$ cat config.mk
export PLATFORM = sky130hd
export DESIGN_NAME = nearest_hand_touch_tagger
export DESIGN_NICKNAME = d
export VERILOG_FILES = /design/src/hw/rtl/nht_pkg.sv /design/src/hw/rtl/nht_ram.sv /design/src/hw/rtl/nht_nearest.sv /design/src/hw/rtl/nearest_hand_touch_tagger.sv
export VERILOG_INCLUDE_DIRS = /design/src /design/src/hw/rtl
export SDC_FILE = /design/constraint.sdc
export NUM_CORES = 2
export LEC_CHECK = 0
export ABC_AREA = 1
export BUFFER_PORTS_ARGS = -buffer_cell sky130_fd_sc_hd__buf_2
export CORE_MARGIN = 1.5
export CORE_UTILIZATION = 57
export DETAILED_ROUTE_END_ITERATION = 8
export PLACE_DENSITY = 0.85
export SKIP_CTS_REPAIR_TIMING = 1
export SLEW_MARGIN = 5
export SYNTH_ARGS = -nofsm -noshare
export SYNTH_HDL_FRONTEND = slang
export SYNTH_SLANG_ARGS = --single-unit
$ cat constraint.sdc
create_clock -name clk -period 7.4 [get_ports clk]
set_clock_uncertainty 0.2 [all_clocks]
set_input_delay 1.11 -clock clk [delete_from_list [all_inputs] [get_ports clk]]
set_output_delay 1.11 -clock clk [all_outputs]
set_load 0.005 [all_outputs]
$ cat src/hw/rtl/nearest_hand_touch_tagger_assert.svh
// assertion macros used by the top-level rtl file
`ifndef NEAREST_HAND_TOUCH_TAGGER_ASSERT_SVH
`define NEAREST_HAND_TOUCH_TAGGER_ASSERT_SVH

`ifndef SYNTHESIS
`define NHT_ASSERT_IMP(name, ck, rn, ante, cons) \
	name: assert property (@(posedge ck) disable iff (!rn) (ante) |-> (cons)) \
	else $error("nht: same-cycle check failed");
`define NHT_ASSERT_NXT(name, ck, rn, ante, cons) \
	name: assert property (@(posedge ck) disable iff (!rn) (ante) |=> (cons)) \
	else $error("nht: next-cycle check failed");
`else
`define NHT_ASSERT_IMP(name, ck, rn, ante, cons)
`define NHT_ASSERT_NXT(name, ck, rn, ante, cons)
`endif

`endif

$ cat src/hw/rtl/nht_pkg.sv
`timescale 1ns / 1ps

package nht_pkg;

	localparam int HAND_SLOTS  = 8;
	localparam int TOUCH_SLOTS = 16;

	localparam int HAND_AW  = (HAND_SLOTS > 1) ? $clog2(HAND_SLOTS) : 1;
	localparam int TOUCH_AW = (TOUCH_SLOTS > 1) ? $clog2(TOUCH_SLOTS) : 1;

	// one scan counter walks both tables
	localparam int SCAN_N  = (HAND_SLOTS > TOUCH_SLOTS) ? HAND_SLOTS : TOUCH_SLOTS;
	localparam int SCAN_IW = (SCAN_N > 1) ? $clog2(SCAN_N) : 1;

	localparam logic [SCAN_IW:0] HAND_LIM  = (SCAN_IW + 1)'(HAND_SLOTS);
	localparam logic [SCAN_IW:0] TOUCH_LIM = (SCAN_IW + 1)'(TOUCH_SLOTS);

	localparam int ID_W   = 16;
	localparam int POS_W  = 16;
	localparam int SQ_W   = 2 * POS_W;
	localparam int DIST_W = SQ_W + 1;

	typedef enum logic [1:0] {
		OP_HAND = 2'd0,
		OP_DOWN = 2'd1,
		OP_MOVE = 2'd2,
		OP_UP   = 2'd3
	} op_t;

	typedef struct packed {
		logic [ID_W-1:0]         key;
		logic signed [POS_W-1:0] y;
		logic signed [POS_W-1:0] x;
	} hand_ent_t;

	typedef struct packed {
		logic [ID_W-1:0] key;
		logic            found;
		logic [ID_W-1:0] hand;
	} touch_ent_t;

	typedef struct packed {
		logic                    clear;
		logic                    live;
		logic [ID_W-1:0]         key;
		logic signed [POS_W-1:0] hx;
		logic signed [POS_W-1:0] hy;
	} near_req_t;

	typedef struct packed {
		logic            found;
		logic [ID_W-1:0] hand;
	} near_res_t;

endpackage

$ cat src/hw/rtl/nht_ram.sv
`timescale 1ns / 1ps

module nht_ram #(
	parameter int WIDTH = 8,
	parameter int DEPTH = 16
) (
	input  logic                                  clk,
	input  logic                                  we,
	input  logic [((DEPTH > 1) ? $clog2(DEPTH) : 1)-1:0] waddr,
	input  logic [WIDTH-1:0]                      wdata,
	input  logic [((DEPTH > 1) ? $clog2(DEPTH) : 1)-1:0] raddr,
	output logic [WIDTH-1:0]                      rdata
);

	logic [WIDTH-1:0] mem_q [DEPTH];
	logic [WIDTH-1:0] rdata_q;

	always_ff @(posedge clk) begin
		if (we) begin
			mem_q[waddr] <= wdata;
		end
		rdata_q <= mem_q[raddr];
	end

	assign rdata = rdata_q;

endmodule

$ cat src/hw/rtl/nht_nearest.sv
`timescale 1ns / 1ps

module nht_nearest (
	input  logic                             clk,
	input  logic                             arst_n,
	input  nht_pkg::near_req_t               req,
	input  logic signed [nht_pkg::POS_W-1:0] px,
	input  logic signed [nht_pkg::POS_W-1:0] py,
	output nht_pkg::near_res_t               res
);

	logic signed [nht_pkg::POS_W:0]   dx;
	logic signed [nht_pkg::POS_W:0]   dy;
	logic [nht_pkg::POS_W:0]          ndx;
	logic [nht_pkg::POS_W:0]          ndy;
	logic [nht_pkg::POS_W-1:0]        ax;
	logic [nht_pkg::POS_W-1:0]        ay;
	logic [nht_pkg::SQ_W-1:0]         sqx_s2;
	logic [nht_pkg::SQ_W-1:0]         sqy_s2;
	logic [nht_pkg::ID_W-1:0]         key_s2;
	logic                             live_s2;
	logic [nht_pkg::DIST_W-1:0]       dsq;
	logic                             take;
	logic                             found_q;
	logic [nht_pkg::DIST_W-1:0]       best_q;
	logic [nht_pkg::ID_W-1:0]         hand_q;

	// magnitude of a 17-bit difference always fits 16 bits
	always_comb begin
		dx  = {px[nht_pkg::POS_W-1], px} - {req.hx[nht_pkg::POS_W-1], req.hx};
		dy  = {py[nht_pkg::POS_W-1], py} - {req.hy[nht_pkg::POS_W-1], req.hy};
		ndx = -dx;
		ndy = -dy;
		ax  = dx[nht_pkg::POS_W] ? ndx[nht_pkg::POS_W-1:0] : dx[nht_pkg::POS_W-1:0];
		ay  = dy[nht_pkg::POS_W] ? ndy[nht_pkg::POS_W-1:0] : dy[nht_pkg::POS_W-1:0];
	end

	always_ff @(posedge clk) begin
		sqx_s2 <= nht_pkg::SQ_W'(ax) * nht_pkg::SQ_W'(ax);
		sqy_s2 <= nht_pkg::SQ_W'(ay) * nht_pkg::SQ_W'(ay);
		key_s2 <= req.key;
	end

	always_comb begin
		dsq = {1'b0, sqx_s2} + {1'b0, sqy_s2};
		// ties go to the lower hand id
		take = live_s2 && (!found_q || (dsq < best_q) ||
			((dsq == best_q) && (key_s2 < hand_q)));
	end

	always_ff @(posedge clk or negedge arst_n) begin
		if (!arst_n) begin
			live_s2 <= 1'b0;
			found_q <= 1'b0;
		end else if (req.clear) begin
			live_s2 <= 1'b0;
			found_q <= 1'b0;
		end else begin
			live_s2 <= req.live;
			if (take) begin
				found_q <= 1'b1;
			end
		end
	end

	always_ff @(posedge clk) begin
		if (take) begin
			best_q <= dsq;
			hand_q <= key_s2;
		end
	end

	assign res.found = found_q;
	assign res.hand  = found_q ? hand_q : '0;

endmodule

$ cat src/hw/rtl/nearest_hand_touch_tagger.sv
`timescale 1ns / 1ps
`include "nearest_hand_touch_tagger_assert.svh"

// channel   dir  tdata (low bit up)                     tuser (low bit up)
// s_axis    in   item_id, pos_x, pos_y (48 bits)        opcode (2 bits)
// m_axis    out  touch_id, hand_id, out_x, out_y (64)   touch_kind, hand_found (3 bits)
//
// a beat is taken only in the idle state, so an item runs its table scan, drain and
// write-back before the next accept; the scan covers HAND_SLOTS entries for a hand update,
// TOUCH_SLOTS for move and up, and the larger of the two for a down
// the scan reads one entry of each table ram per cycle; the hand and touch rams are
// walked side by side, then the drain state covers the read and multiply latency, then
// come the write cycle and the idle state that takes the next beat
// arst_n clears the valid bits and control; table payload is never cleared
// a finished result waits in the output register while the next beat is taken; the
// write cycle holds only when that register is still full and not being drained

module nearest_hand_touch_tagger (
	input  logic        clk,
	input  logic        arst_n,
	input  logic        s_axis_tvalid,
	output logic        s_axis_tready,
	input  logic [47:0] s_axis_tdata,  // item_id, pos_x, pos_y
	input  logic [1:0]  s_axis_tuser,  // opcode
	output logic        m_axis_tvalid,
	input  logic        m_axis_tready,
	output logic [63:0] m_axis_tdata,  // touch_id, hand_id, out_x, out_y
	output logic [2:0]  m_axis_tuser   // touch_kind, hand_found
);

	typedef enum logic [3:0] {
		ST_IDLE  = 4'b0001,
		ST_SCAN  = 4'b0010,
		ST_DRAIN = 4'b0100,
		ST_DONE  = 4'b1000
	} state_t;

	state_t                              state_q;
	logic                                drain_q;
	logic                                accept;
	logic                                can_load;
	logic                                done_go;

	nht_pkg::op_t                        op_q;
	logic [nht_pkg::ID_W-1:0]            id_q;
	logic signed [nht_pkg::POS_W-1:0]    x_q;
	logic signed [nht_pkg::POS_W-1:0]    y_q;

	logic [nht_pkg::SCAN_IW-1:0]         idx_q;
	logic [nht_pkg::SCAN_IW-1:0]         last_q;
	logic [nht_pkg::SCAN_IW-1:0]         idx_s1;
	logic                                issue_s1;

	logic [nht_pkg::HAND_SLOTS-1:0]      hand_valid_q;
	logic [nht_pkg::TOUCH_SLOTS-1:0]     touch_valid_q;

	nht_pkg::hand_ent_t                  hand_rd;
	nht_pkg::hand_ent_t                  hand_wd;
	nht_pkg::touch_ent_t                 touch_rd;
	nht_pkg::touch_ent_t                 touch_wd;
	logic                                hand_we;
	logic                                touch_we;
	logic [nht_pkg::HAND_AW-1:0]         hand_wa;
	logic [nht_pkg::TOUCH_AW-1:0]        touch_wa;

	logic [nht_pkg::HAND_AW-1:0]         hidx;
	logic [nht_pkg::TOUCH_AW-1:0]        tidx;
	logic                                hand_live;
	logic                                touch_live;

	logic                                hmatch_q;
	logic [nht_pkg::HAND_AW-1:0]         hslot_q;
	logic                                tmatch_q;
	logic [nht_pkg::TOUCH_AW-1:0]        tslot_q;
	logic                                tfound_q;
	logic [nht_pkg::ID_W-1:0]            thand_q;

	logic                                hfree_any;
	logic [nht_pkg::HAND_AW-1:0]         hfree;
	logic                                tfree_any;
	logic [nht_pkg::TOUCH_AW-1:0]        tfree;

	nht_pkg::near_req_t                  near_req;
	nht_pkg::near_res_t                  near_res;

	logic                                res_found;
	logic [nht_pkg::ID_W-1:0]            res_hand;

	logic                                out_valid_q;
	logic [nht_pkg::ID_W-1:0]            out_id_q;
	logic [1:0]                          out_kind_q;
	logic                                out_found_q;
	logic [nht_pkg::ID_W-1:0]            out_hand_q;
	logic [nht_pkg::POS_W-1:0]           out_x_q;
	logic [nht_pkg::POS_W-1:0]           out_y_q;

	assign s_axis_tready = (state_q == ST_IDLE);
	assign accept        = s_axis_tvalid && s_axis_tready;
	assign can_load      = !out_valid_q || m_axis_tready;
	assign done_go       = (state_q == ST_DONE) && ((op_q == nht_pkg::OP_HAND) || can_load);

	// tables

	nht_ram #(
		.WIDTH ($bits(nht_pkg::hand_ent_t)),
		.DEPTH (nht_pkg::HAND_SLOTS)
	) u_hand_ram (
		.clk   (clk),
		.we    (hand_we),
		.waddr (hand_wa),
		.wdata (hand_wd),
		.raddr (idx_q[nht_pkg::HAND_AW-1:0]),
		.rdata (hand_rd)
	);

	nht_ram #(
		.WIDTH ($bits(nht_pkg::touch_ent_t)),
		.DEPTH (nht_pkg::TOUCH_SLOTS)
	) u_touch_ram (
		.clk   (clk),
		.we    (touch_we),
		.waddr (touch_wa),
		.wdata (touch_wd),
		.raddr (idx_q[nht_pkg::TOUCH_AW-1:0]),
		.rdata (touch_rd)
	);

	// read data stage

	always_comb begin
		hidx       = idx_s1[nht_pkg::HAND_AW-1:0];
		tidx       = idx_s1[nht_pkg::TOUCH_AW-1:0];
		hand_live  = issue_s1 && ({1'b0, idx_s1} < nht_pkg::HAND_LIM) && hand_valid_q[hidx];
		touch_live = issue_s1 && ({1'b0, idx_s1} < nht_pkg::TOUCH_LIM) &&
			touch_valid_q[tidx] && (touch_rd.key == id_q);
	end

	always_comb begin
		near_req.clear = accept;
		near_req.live  = hand_live && (op_q == nht_pkg::OP_DOWN);
		near_req.key   = hand_rd.key;
		near_req.hx    = hand_rd.x;
		near_req.hy    = hand_rd.y;
	end

	nht_nearest u_nearest (
		.clk    (clk),
		.arst_n (arst_n),
		.req    (near_req),
		.px     (x_q),
		.py     (y_q),
		.res    (near_res)
	);

	// lowest free slot of each table
	always_comb begin
		hfree_any = 1'b0;
		hfree     = '0;
		for (int i = nht_pkg::HAND_SLOTS - 1; i >= 0; i--) begin
			if (!hand_valid_q[i]) begin
				hfree_any = 1'b1;
				hfree     = nht_pkg::HAND_AW'(i);
			end
		end
	end

	always_comb begin
		tfree_any = 1'b0;
		tfree     = '0;
		for (int i = nht_pkg::TOUCH_SLOTS - 1; i >= 0; i--) begin
			if (!touch_valid_q[i]) begin
				tfree_any = 1'b1;
				tfree     = nht_pkg::TOUCH_AW'(i);
			end
		end
	end

	// write-back
	always_comb begin
		hand_we      = 1'b0;
		hand_wa      = hmatch_q ? hslot_q : hfree;
		hand_wd.key  = id_q;
		hand_wd.x    = x_q;
		hand_wd.y    = y_q;
		touch_we       = 1'b0;
		touch_wa       = tmatch_q ? tslot_q : tfree;
		touch_wd.key   = id_q;
		touch_wd.found = near_res.found;
		touch_wd.hand  = near_res.hand;
		if (done_go) begin
			case (op_q)
				nht_pkg::OP_HAND: hand_we  = hmatch_q || hfree_any;
				nht_pkg::OP_DOWN: touch_we = tmatch_q || tfree_any;
				default: ;
			endcase
		end
	end

	always_comb begin
		if (op_q == nht_pkg::OP_DOWN) begin
			res_found = near_res.found;
			res_hand  = near_res.hand;
		end else begin
			res_found = tmatch_q && tfound_q;
			res_hand  = (tmatch_q && tfound_q) ? thand_q : '0;
		end
	end

	// control

	always_ff @(posedge clk or negedge arst_n) begin
		if (!arst_n) begin
			state_q       <= ST_IDLE;
			drain_q       <= 1'b0;
			issue_s1      <= 1'b0;
			hmatch_q      <= 1'b0;
			tmatch_q      <= 1'b0;
			hand_valid_q  <= '0;
			touch_valid_q <= '0;
			out_valid_q   <= 1'b0;
		end else begin
			issue_s1 <= (state_q == ST_SCAN);
			case (state_q)
				ST_IDLE: begin
					if (accept) begin
						hmatch_q <= 1'b0;
						tmatch_q <= 1'b0;
						state_q  <= ST_SCAN;
					end
				end
				ST_SCAN: begin
					if (idx_q == last_q) begin
						drain_q <= 1'b0;
						state_q <= ST_DRAIN;
					end
				end
				ST_DRAIN: begin
					drain_q <= 1'b1;
					if (drain_q) begin
						state_q <= ST_DONE;
					end
				end
				ST_DONE: begin
					if (done_go) begin
						state_q <= ST_IDLE;
					end
				end
				default: state_q <= ST_IDLE;
			endcase

			if (hand_live && (op_q == nht_pkg::OP_HAND) && (hand_rd.key == id_q) && !hmatch_q) begin
				hmatch_q <= 1'b1;
			end
			if (touch_live && !tmatch_q) begin
				tmatch_q <= 1'b1;
			end

			if (hand_we) begin
				hand_valid_q[hand_wa] <= 1'b1;
			end
			if (touch_we) begin
				touch_valid_q[touch_wa] <= 1'b1;
			end
			if (done_go && (op_q == nht_pkg::OP_UP) && tmatch_q) begin
				touch_valid_q[tslot_q] <= 1'b0;
			end

			if (done_go && (op_q != nht_pkg::OP_HAND)) begin
				out_valid_q <= 1'b1;
			end else if (m_axis_tready) begin
				out_valid_q <= 1'b0;
			end
		end
	end

	// payload

	always_ff @(posedge clk) begin
		if (accept) begin
			op_q  <= nht_pkg::op_t'(s_axis_tuser);
			id_q  <= s_axis_tdata[15:0];
			x_q   <= s_axis_tdata[31:16];
			y_q   <= s_axis_tdata[47:32];
			idx_q <= '0;
			case (nht_pkg::op_t'(s_axis_tuser))
				nht_pkg::OP_HAND: last_q <= nht_pkg::SCAN_IW'(nht_pkg::HAND_SLOTS - 1);
				nht_pkg::OP_DOWN: last_q <= nht_pkg::SCAN_IW'(nht_pkg::SCAN_N - 1);
				default:          last_q <= nht_pkg::SCAN_IW'(nht_pkg::TOUCH_SLOTS - 1);
			endcase
		end else if ((state_q == ST_SCAN) && (idx_q != last_q)) begin
			idx_q <= idx_q + nht_pkg::SCAN_IW'(1);
		end
		idx_s1 <= idx_q;

		if (hand_live && (hand_rd.key == id_q) && !hmatch_q) begin
			hslot_q <= hidx;
		end
		if (touch_live && !tmatch_q) begin
			tslot_q  <= tidx;
			tfound_q <= touch_rd.found;
			thand_q  <= touch_rd.hand;
		end

		if (done_go && (op_q != nht_pkg::OP_HAND)) begin
			out_id_q    <= id_q;
			out_kind_q  <= op_q;
			out_found_q <= res_found;
			out_hand_q  <= res_hand;
			out_x_q     <= x_q;
			out_y_q     <= y_q;
		end
	end

	assign m_axis_tvalid = out_valid_q;
	assign m_axis_tdata  = {out_y_q, out_x_q, out_hand_q, out_id_q};
	assign m_axis_tuser  = {out_found_q, out_kind_q};

	// hands are never removed, touches change one slot per beat at most
	`NHT_ASSERT_NXT(a_accept_busy, clk, arst_n, s_axis_tvalid && s_axis_tready, !s_axis_tready)
	`NHT_ASSERT_NXT(a_hand_grow, clk, arst_n, 1'b1, $countones(hand_valid_q) >= $countones($past(hand_valid_q)))
	`NHT_ASSERT_NXT(a_touch_step, clk, arst_n, 1'b1, $countones(touch_valid_q ^ $past(touch_valid_q)) <= 1)
	`NHT_ASSERT_IMP(a_out_source, clk, arst_n, $rose(m_axis_tvalid), $past(state_q) == ST_DONE)

endmodule

Word-level counts from Yosys, hierarchy flattened
Memory sizes are Yosys's and may differ from the RTL's. A register that Yosys moved wholly into a read port is not among the register bits. Cells that the tools add are included. Widths: inputs -> output; s select.

Register bits after elaboration: 317. Bits in writable memories: 912. Output and inout port bits: 69. Memories kept: 2.

Memory list: u_touch_ram.mem_q (words 16, bits a word 33, read ports 1, clocked after memory_dff 1, write ports 1, line nht_ram.sv:15) `logic [WIDTH-1:0] mem_q [DEPTH];`; u_hand_ram.mem_q (words 8, bits a word 48, read ports 1, clocked after memory_dff 1, write ports 1, line nht_ram.sv:15).

Add/sub/neg operators: 6. $mul: 2. $lt $le $gt $ge: 11. Eq/ne operators: 15. Mux-type cells: 93. Bitwise gates (word level): 4. Reduce and logical (&&, ||, !) cells: 47.

Operators with widths (count): $mux 16 (7); $mux 4 (22); $mul 16x16->32 (2); $mux 1 (48); $sub 16x16->17 (2); $add 32x32->33 (1); $eq 33x33->1 (1); $lt 33x33->1 (1); $eq 16x16->1 (2); $neg 16->16 (2); $mux 3 (9); $logic_and 1x1->1 (23); $and 16x16->16 (1); $lt 16x16->1 (1); $not 16->16 (1); $or 16x16->16 (1); $pmux 4 s4 (1); $reduce_bool 2->1 (8); $lt 4x5->1 const B (3); $demux 1 s4 (2); $ge 4x1->1 const B (2); $lt 3x4->1 const B (2); $or 8x8->8 (1); $logic_or 1x1->1 (6); 21 further kinds (29).

Longest topological paths before layout
Word-level depth: 25. Gate-level depth with buffers: 44.

Hierarchy
A second synthesis with hierarchy kept.

Cell total of the unflattened synthesis: 7385. Area, all modules: 71453.5 sq um.

Modules (own cells, without submodules): nht_nearest (instances 1, cells an instance 2877, area each 23269.8 sq um, sequential area each 3083.0 sq um); nht_ram (u_touch_ram) (instances 1, cells an instance 2187, area each 23231.0 sq um, sequential area each 16515.8 sq um); nht_ram (u_hand_ram) (instances 1, cells an instance 1725, area each 17670.7 sq um, sequential area each 12492.0 sq um); nearest_hand_touch_tagger (instances 1, cells an instance 596, area each 7282.0 sq um, sequential area each 5251.3 sq um).

Worst setup path after synthesis
No wires, ideal clock.

Path type: register to register. Start: reg y_q[0] (netlist bit). End: reg u_nearest.sqy_s2[27] (netlist bit). Setup time: 127 ps. Data arrival time: 7192 ps. Path slack: -119 ps. Cell stages (with the launch flop): 36. Buffers on the path: 1. Path through: edfxtp_1 inv_1 ha_1 inv_1 fa_1 nand3_1 nand2_1 nand3_1 nand3_1 a21oi_2 inv_1 nand2_1 nand2_2 or2_2 xor2_1 buf_2 nor2_1 fa_1 inv_1 fa_1 inv_1 fa_1 inv_1 fa_1 fa_1 fa_1 inv_1 ha_1 a21oi_1 o21a_1 nand2_1 a21oi_1 o21bai_1 a21oi_1 o21ai_0 xor2_1.

Cells in the longest elaborated chain, start to end: 4.

Ends and longest elaborated chain: start: declaration (line nearest_hand_touch_tagger.sv:47) `logic signed [nht_pkg::POS_W-1:0] y_q;`; start signal: assignment (line nearest_hand_touch_tagger.sv:283) `y_q <= s_axis_tdata[47:32];`; $sub 16x16->17 * (line nht_nearest.sv:31) `dy = {py[nht_pkg::POS_W-1], py} - {req.hy[nht_pkg::POS_W-1], req.hy};`; $neg 16->16 (line nht_nearest.sv:33) `ndy = -dy;`; $mux 16 * (line nht_nearest.sv:35) `ay = dy[nht_pkg::POS_W] ? ndy[nht_pkg::POS_W-1:0] : dy[nht_pkg::POS_W-1:0];`; $mul 16x16->32 * (line nht_nearest.sv:40) `sqy_s2 <= nht_pkg::SQ_W'(ay) * nht_pkg::SQ_W'(ay);`; end signal: assignment (line nht_nearest.sv:40); end: declaration (line nht_nearest.sv:19) `logic [nht_pkg::SQ_W-1:0] sqy_s2;`.

Every way passes the cells marked *; elsewhere a longest branch is shown, timed or not. A chain may end at the register's enable or synchronous reset.

Worst setup path after layout
Start: reg y_q[0] (netlist bit). End: reg u_nearest.sqy_s2[29] (netlist bit).

Same word-level chain as after synthesis.

==> impl_metrics.tcl <==
set metrics [dict create \
    worstMarginPinSlew_ns 1.37 \
    synth.yosys.seq_area_share_pct 55.9 \
    viasPerCell 6.18 \
    syn2layout_area_growth_pct 18.5 \
    synth_seq_cells 1305 \
    synth_compound_area_share_pct 9.52 \
    cts_tree "built" \
    die_x_um 345 \
    synth_flop_cell "edfxtp_1" \
    grt_start_max_net_pins 196 \
    io_pins 123 \
    cts_buffer_depth 3 \
    critPathKind "reg -> reg" \
    synth-edff-count 1103 \
    via_count 51000 \
    maxSlewViolCount 0 \
    fmax_ghz 0.127 \
    route.detailed.wl_per_inst_um 23.2 \
    antenna_found_initial 5 \
    cp_max_fo 4 \
    met2_usage_pct 47.4 \
    slowest_stage "fa_1" \
    violations "setup timing" \
    path_clk_slew_ns 0.06 \
    muxShareOfSynthArea_pct 0 \
    clock_latency_ns 0.79 \
    finalNetCount 7306 \
    ant_nets 0 \
    path_buf_inv 11 \
    synth_area_per_cell_um2 11.0 \
    synthAdderAreaFrac_pct 15.6 \
    dieArea_um2 119000 \
    grt.busiest_layer "met2" \
    slowest_delay_ns 0.58 \
    first_global_vias 50000 \
    grtUsageMet3_pct 6.63 \
    status "complete, but fails checks" \
    place_congestion 0.976 \
    ys_top_cells_by_area "edfxtp_1 (50%), fa_1 (9.8%), ha_1 (5.8%)" \
    gr-usage-met1_pct 39.2 \
    post-route-drc-count 0 \
    yosysTopAreaCell "edfxtp_1" \
    numCtsBuffers 130 \
    yosys.area_share.simple_pct 11.1 \
    io_buffer_count 122 \
    final.period_utilization_pct 106 \
    cts_root_buffer "clkbuf_16" \
    synthArstFlopShare_pct 2.68 \
    yosysMostFrequentCell "edfxtp_1" \
    dr.pass1.iters 8 \
    grt_pass1_wl_mm 275 \
    drt-total-wl_mm 191 \
    arrival_ns 8.35 \
    drive_gt1_share_pct 19.6 \
    synth_fp_nets 6740 \
    syn_area_um2 66800 \
    num_rows 125 \
    cts_sinks 1305 \
    min_path_type "reg -> reg" \
    hpwl_mm 111 \
    fin_area_um2 79200 \
    initialDrtViolationCount 6816 \
    final-setup-viol-count 36 \
    endpoint_kind "flop" \
    start_kind "flop" \
    grt-ovfl-total 0 \
    htree_levels 4 \
    finalSetupTns_ns -7.38 \
    cp_common_cell "fa_1" \
    rsz0062_at_grt "true" \
    worst_slack_ns -0.456 \
    final.min_clock_period_ns 7.86 \
    synth_top_family_by_area "adder cells" \
    yosysUniqueCellTypes 65 \
    crit_family "adder cells" \
    yosys.area.top_type_share_pct 49.6 \
    grt_usage_pct 29.7 \
    slew_headroom_pct 7.61 \
    syn_inst 6050 \
    hold_viol 0 \
    antenna_cells 0 \
    die_height_um 345 \
    n_fill_cell 7240 \
    place_area_um2 72100 \
    yosys_warnings 0 \
    critPathRequiredTime_ns 7.89 \
    start_util_pct 57.5 \
    core-area_um2 116000 \
    synth_commonest_cells "edfxtp_1 (1103), nor2_1 (890), inv_1 (847)" \
    synth_xor_area_share_pct 1.58 \
    max_cap_violations 0 \
]
cells in the final DEF (no fill, tap or decap), drive strengths merged, types with 4 or more instances in the layout:
cell,n
or2,7
a21oi,179
o21ai,559
o21bai,13
clkinvlp,5
dfrtp,34
nand3b,9
o221ai,110
fa,326
nor3,38
buf,659
nor2,908
edfxtp,1103
inv,870
a211oi,7
o2111ai,6
a21o,4
bufinv,12
nor4,13
o22ai,96
nand4,41
o211ai,34
xnor2,34
o21a,5
a31o,4
a31oi,61
nand3,171
clkinv,41
clkbuf,182
xor2,85
nand2,608
dfxtp,167
ha,310
state kept, by name, indices dropped and copies added, names as in the netlist, 8 cells and up:
register           count
y_q                   16
hand_valid_q           8
u_nearest.sqy_s2      31
u_touch_ram.mem_q    528
x_q                   16
u_nearest.key_s2      16
u_nearest.sqx_s2      31
out_hand_q            16
id_q                  16
u_touch_ram.rdata     33
u_hand_ram.mem_q     384
touch_valid_q         16
out_x_q               16
u_nearest.best_q      33
u_nearest.hand_q      16
out_id_q              16
thand_q               16
u_hand_ram.rdata      48
out_y_q               16
layout make-up:
cell class,instances,area [um2],area share (%)
Tap cell,1524,1910,2.41
Clock buffer,182,3650,4.61
Inverter,869,3320,4.20
Clock inverter,59,791,0.998
Timing Repair Buffer,659,4890,6.17
Sequential cell,1305,37400,47.2
Multi-Input combinational cell,3651,27300,34.5
path summary, 6_finish.rpt:
path | startpoint | to | slack [ns] | depth (start not counted)
setup / recovery | y_q[0]$_DFFE_PP_ | u_nearest.sqy_s2[29]$_DFF_P_ | -0.46 | 38
hold / removal | u_hand_ram.rdata[44]$_DFF_P_ | u_nearest.key_s2[12]$_DFF_P_ | 0.18 | 0
setup reg to reg | y_q[0]$_DFFE_PP_ | u_nearest.sqy_s2[29]$_DFF_P_ | -0.46 | 38
hold reg to reg | u_hand_ram.rdata[44]$_DFF_P_ | u_nearest.key_s2[12]$_DFF_P_ | 0.18 | 0
max in group asynchronous | arst_n | u_nearest.live_s2$_DFF_PN0_ | 6.22 | 1
min in group asynchronous | arst_n | touch_valid_q[13]$_DFF_PN0_ | 0.23 | 1
stage by stage:
stage / instances / hold WS [ns] / utilization [%] / setup WS (ns)
5_1_grt: 8249 / 0.186 / 68.2 / -0.761
3_5_place_dp: 7940 / 0.167 / 62.1 / -0.446
2_1_floorplan: 6050 / 0.129 / - / -0.00145
4_1_cts: 8181 / 0.181 / 65.9 / -0.506
6_report: 8249 / 0.181 / 68.2 / -0.456
3_3_place_gp: 7940 / 0.166 / 62.1 / -0.208
kinds of logic (layout without fill, tap and decap cells):
| family | Yosys count | in the layout |
|---|---|---|
| fa+ha+maj | 636 | 636 |
| simple gates | 1801 | 1802 |
| flops | 1305 | 1305 |
| buf+inv | 1095 | 1769 |
| compound gates | 1094 | 1094 |
| xor+xnor | 119 | 119 |
layer usage:
layer / wire length, um / share of wire, %
met5: 52 / 0.027
met4: 9550 / 5.0
met3: 23400 / 12
met2: 90100 / 47
met1: 68000 / 36
Power is left out: the tool's default activity adds up to more than one toggle a clock period on the data nets, which glitch-free logic cannot reach.
